`config.mk`:
```
export PLATFORM = sky130hd
export DESIGN_NAME = vssm_mix_acc
export DESIGN_NICKNAME = d
export VERILOG_FILES = /design/src/sv/vssm_pkg.sv /design/src/sv/vssm_mix_acc.sv
export SDC_FILE = /design/constraint.sdc
export NUM_CORES = 1
export LEC_CHECK = 0
export BUFFER_PORTS_ARGS = -buffer_cell sky130_fd_sc_hd__buf_4
export CAP_MARGIN = 10
export CORE_UTILIZATION = 40
export CTS_CLUSTER_DIAMETER = 100
export DETAILED_ROUTE_END_ITERATION = 6
export PLACE_DENSITY = 0.62
export SLEW_MARGIN = 20
export SYNTH_ARGS = -nofsm -noshare
export SYNTH_HDL_FRONTEND = slang
export SYNTH_SLANG_ARGS = --single-unit
export TNS_END_PERCENT = 10
```
`constraint.sdc`:
```
create_clock -name clk -period 3.5 [get_ports clk]
set_input_delay 0.35 -clock clk [delete_from_list [all_inputs] [get_ports clk]]
set_output_delay 0.35 -clock clk [all_outputs]
set_load 0.01 [all_outputs]
```
`src/sv/vssm_pkg.sv`:
```
// ----------------------------------------------------------------------------
// vssm_pkg: shared types and codes of the voice slot sample mixer
// Command and status codes, field widths and the accumulator control bundle.
// ----------------------------------------------------------------------------
`default_nettype none

package vssm_pkg;

	localparam int SAMPLE_W = 16;
	localparam int ADDR_W   = 16;
	localparam int LEN_W    = 17;
	localparam int SLOT_W   = 5;
	localparam int CMD_W    = 2;
	localparam int STAT_W   = 2;

	localparam logic [CMD_W-1:0] CMD_WRITE = 2'd0;
	localparam logic [CMD_W-1:0] CMD_QUEUE = 2'd1;
	localparam logic [CMD_W-1:0] CMD_MIX   = 2'd2;

	localparam logic [STAT_W-1:0] STATUS_OK    = 2'd0;
	localparam logic [STAT_W-1:0] STATUS_FULL  = 2'd1;
	localparam logic [STAT_W-1:0] STATUS_EMPTY = 2'd2;

	typedef struct packed {
		logic clear;
		logic add;
	} acc_ctrl_t;

endpackage

`default_nettype wire

```
`src/sv/vssm_mix_acc.sv`:
```
// ----------------------------------------------------------------------------
// vssm_mix_acc: saturating mix accumulator
// Shared adder: adds one voice sample per cycle while ctrl.add is set and clamps to signed 16 bits.
// ----------------------------------------------------------------------------
`default_nettype none

module vssm_mix_acc (
	input  logic                                 clk,
	input  vssm_pkg::acc_ctrl_t                  ctrl,
	input  logic signed [vssm_pkg::SAMPLE_W-1:0] sample,
	output logic signed [vssm_pkg::SAMPLE_W-1:0] sum
);

	logic signed [vssm_pkg::SAMPLE_W-1:0] sum_q;
	logic signed [vssm_pkg::SAMPLE_W:0]   ext_sum;
	logic signed [vssm_pkg::SAMPLE_W-1:0] sat_sum;

	assign ext_sum = {sum_q[vssm_pkg::SAMPLE_W-1], sum_q}
		+ {sample[vssm_pkg::SAMPLE_W-1], sample};

	// Overflow shows as a mismatch of the two top bits; the sign picks the rail.
	always_comb begin
		if (ext_sum[vssm_pkg::SAMPLE_W] != ext_sum[vssm_pkg::SAMPLE_W-1]) begin
			sat_sum = ext_sum[vssm_pkg::SAMPLE_W]
				? {1'b1, {(vssm_pkg::SAMPLE_W-1){1'b0}}}
				: {1'b0, {(vssm_pkg::SAMPLE_W-1){1'b1}}};
		end else begin
			sat_sum = ext_sum[vssm_pkg::SAMPLE_W-1:0];
		end
	end

	always_ff @(posedge clk) begin
		if (ctrl.clear) begin
			sum_q <= '0;
		end else if (ctrl.add) begin
			sum_q <= sat_sum;
		end
	end

	assign sum = sum_q;

endmodule

`default_nettype wire

```
==> results.md <==
- The transition at the pin with the smallest max-transition slack is 0.483 ns.
- Yosys printed 0 warnings.
- The arrival time reported for the critical path endpoint is ~3.0 ns.
- Counting flops with an async set or reset pin after synthesis yields a share of 0%.
- The number of cells in the finished layout apart from fillers is between 200 and 300.
- Counting every net in the synthesized netlist gives 207.
- The width of the chip is slightly above 60 um.
- The count of filler cells inserted in the layout is around 350.
- The first routing iteration left 28 violations.
- The number of antenna violations at the first check in global routing is 0.
- Dividing total power by cell area gives a power density of between 500 and 600 nW/um2.
- The final worst setup slack is between 0.7 and 0.8 ns.
- In this design, the critical path's most frequently occurring cell is sky130_fd_sc_hd__a21oi_1.
- The number of vias in the routed layout is about 1.3k.
- The die covers 3880 um2.
- Among all flip-flop cells after synthesis, the most frequent one is sky130_fd_sc_hd__dfxtp_1.
- By area, the combinational part of the netlist is dominated by adder cells.
- The number of antenna diodes in the final layout is 0.
- The startpoint identified for the worst register-to-register timing path is sum[0].
- The number of gates resized after cts is 0.
- The number of clock buffers added by TritonCTS is 3.
- The routability congestion estimate from global placement is around 0.9.
- TritonCTS built the clock tree.
- The count of flip-flops with a built-in enable after synthesis is 0.
- Once detail routing completed, the nets flagged for antenna violations numbered 0.
- The worst register-to-register path ends at sum[5].
- The largest individual stage delay along the critical path comes from the cell sky130_fd_sc_hd__fa_1.
- Cells with a size suffix above 1 make up a little over a quarter of the layout.
- CTS built an H-tree with a depth of 1.
- The count of cells along the worst register-to-register path is 11.
- The clock latency reported for the late side of the worst-skew pair is approximately 0.28 ns.
- In this design, the stage delay of the slowest critical-path cell is roughly 0.4 ns.
- The final hold violation count is 0.
- The via count of the first global-routing pass is 1,245.
- For this design, the CTS-stage hold fixing added 0 buffers.
- The endpoint of the worst setup timing path is sum[5].
- Clock-pin slew was measured on the worst setup and hold paths at roughly 0.1 ns.
- In this run the register-to-register setup slack is 0.74 ns.
- Once the floorplan was initialized, standard cells occupied 42.5% of the core.
- Summing internal, switching and leakage power gives 0.000925 W.
- The number of max-slew violations in the final report came to 0.
- The highest net fanout along the worst path is 16.
- Synthesis produced 171 cells.
- The critical path starts at sum[0].
- Across the routed clock network, the largest skew measured is 0.000797 ns.
- The mux contribution to synthesized area is less than 1%.
- The startpoint type of the worst setup path is a flip-flop.
- The minimum period implied by the final worst setup slack is between 2 and 3 ns.
- Setup violations remaining at the end of the flow were counted as 0.
- The estimated wirelength of the detail-placed design is ~2500 um.
- The mapped cell area is approximately 1500 um2.
- The chip height is around 62 um.
- The flow ran to the end, and the final reports show no timing, DRC or antenna violations.
- Hold is met by about 0.37 ns.
- The number of top-level pins is 35.
- The first-pass GRT wire length is 5550 um.
- Max-cap violations in this run came to 0.
- The number of port buffers is 34.
- The total routing resource utilization after global routing is between 10% and 20%.
- After floorplanning, the core was divided into 21 placement rows.
- The first detailed-routing pass ran for 4 iterations.
- For the final routed database, the setup TNS stands at 0 ns.
- The compound-gate portion of the synthesized area is about 24%.
- Dividing the detail-routed via count by the number of cells gives approximately 5.3.
- After detailed routing, the average wire length per cell comes to between 10 and 15 um.
- After detailed routing, the total wire length is between 3000 and 4000 um.
- The library cell used as clock root buffer is sky130_fd_sc_hd__clkbuf_4.
- The number of buffers inserted by post-CTS setup repair is 0.
- The total number of clock tree sinks is 16.
- Entering global routing, the biggest net connects 32 pins.
- The maximum operating frequency is around 0.36 GHz.
- The clock passes through at most 2 buffers.
- Across the VDD grid, the largest voltage drop is 0.235 mV.
- The flip-flop and latch count after synthesis is 16.
- Setup repair after global routing left no endpoint under its margin.
- The share of the Yosys chip area taken by registers is about 22%.
- The area growth from synthesis to layout is 22.7%.
- The part of the cycle the worst path needs is between 70 and 80%.
- The critical path start-end classification is reg -> reg.
- After detailed placement, the design holds a cell count of between 200 and 250.
- Summing the areas of all xor and xnor instances in the mapped netlist gives about 9.0% of the synthesized area.
- Traced cell by cell, the critical path runs through ha_1 -> inv_1 -> fa_1 -> nand2b_1 -> a21oi_1 -> o21ai_1 -> o22ai_1 -> a21oi_1 -> buf_4 -> maj3_1 -> a211oi_1.
- The count of nets after finishing is 241.
- After synthesis, the netlist uses 37 different library cells.
- The relative slew slack is a little under 70%.
- Summing the areas of all fa, ha and maj instances in the mapped netlist gives 26.4% of the synthesized area.
- The capturing element type of the critical path is a flip-flop.
- The static leakage power is 0.776 nW.
- The basic-gate share of the synthesized area counting and, or, nand and nor cells is between 10% and 20%.
- The path class of the tightest hold or removal check is in -> reg.
- The remaining global-route overflow is 0.
- The total area inside the core boundary comes to approximately 3400 um2.
- In the routed design, unresolved DRC markers number 0.
- The post-place setup slack is roughly 0.65 ns.
- The worst hold path was traced through 2 stages.
- Data on the critical path is required at its endpoint by ~3.7 ns.
- The synthesized area per cell is approximately 8.5 um2.
- The register with the most flip-flops in the layout has 16 of them.
==> cells in the final DEF (no fill, tap or decap), drive strengths merged <==
cell type,instances
xnor2,7
xor2,7
mux2i,1
a21oi,15
nand4,1
maj3,15
dfxtp,16
o21a,1
nand4b,1
nand2b,3
nor3,2
nor2b,2
nor2,22
o211ai,3
and3,1
a211oi,17
buf,36
a21boi,1
o22ai,1
a31oi,2
and2,2
o21ai,6
clkbuf,4
a21o,3
nand3,3
nand2,9
fa,1
o31ai,1
ha,16
inv,5
==> worst max-delay path, delay by kind of cell (launching register included) <==
kind / cells / cell delay, ns
fa+ha+maj: 3 / 0.98
compound gates: 5 / 0.88
flops: 1 / 0.37
simple gates: 1 / 0.18
buf+inv: 2 / 0.27
==> layer usage <==
metal  track usage, %  vias up  routed length, um
met2             28.4       32               1480
met5                0        -                  0
li1                 -      692                  -
met1             23.9      610               1620
met3             2.57        2                136
met4             3.49        0                  8
==> cells by family (layout without fill, tap and decap cells) <==
kind of cell | Yosys count | in the layout
AOI/OAI and AO/OA | 50 | 50
and+or+nand+nor | 46 | 46
adders and majority gates | 32 | 32
DFF | 16 | 16
xor gates and xnor gates | 14 | 14
buffers and inverters | 12 | 45
muxes | 1 | 1
==> Yosys cell counts (3+ instances only) <==
cell type / count / area [um2]
sky130_fd_sc_hd__nand2_1: 9 / 33.8
sky130_fd_sc_hd__maj3_1: 5 / 50.1
sky130_fd_sc_hd__xor2_1: 7 / 61.3
sky130_fd_sc_hd__nand3_1: 3 / 15.0
sky130_fd_sc_hd__clkbuf_1: 4 / 15.0
sky130_fd_sc_hd__inv_1: 5 / 18.8
sky130_fd_sc_hd__a21oi_1: 15 / 75.1
sky130_fd_sc_hd__a21o_1: 3 / 22.5
sky130_fd_sc_hd__nor2_1: 22 / 82.6
sky130_fd_sc_hd__ha_1: 16 / 200
sky130_fd_sc_hd__o21ai_0: 5 / 25.0
sky130_fd_sc_hd__maj3_2: 10 / 113
sky130_fd_sc_hd__xnor2_1: 6 / 52.6
sky130_fd_sc_hd__nand2b_1: 3 / 18.8
sky130_fd_sc_hd__dfxtp_1: 16 / 320
sky130_fd_sc_hd__a211oi_1: 17 / 128
==> layout make-up <==
| type | count | area (um2) | share of cell area (%) |
|---|---|---|---|
| inverters | 5 | 18.8 | 1.05 |
| clock buffers | 4 | 36.3 | 2.04 |
| multi-input cells | 143 | 1080 | 60.5 |
| well taps | 46 | 57.6 | 3.23 |
| flip-flops and latches | 16 | 320 | 18.0 |
| repair buffers | 36 | 270 | 15.2 |
==> through the flow <==
stage | cell area [um2] | util (%)
finish | 1780 | 52.2
global route | 1780 | 52.2
CTS | 1780 | 52.2
detailed placement | 1750 | 51.1
global placement | 1750 | 51.1
floorplan | 1450 | -
==> how the worst min path moves through the flow <==
stage | from | to
2_1_floorplan | sum[6] | sum[6]
3_3_place_gp | sum[7] | sum[7]
3_5_place_dp | sum[9] | sum[9]
4_1_cts | ctrl[1] | sum[10]
5_1_grt | ctrl[1] | sum[8]
6_report | ctrl[1] | sum[12]
==> report_power, final <==
part / internal, W / switching, W
registers: 0.000214 / 0.0000258
clock network: 0.0000632 / 0.0000642
logic: 0.000274 / 0.000284
total: 0.000551 / 0.000374
Note: power is estimated with default switching activity, not from simulation.
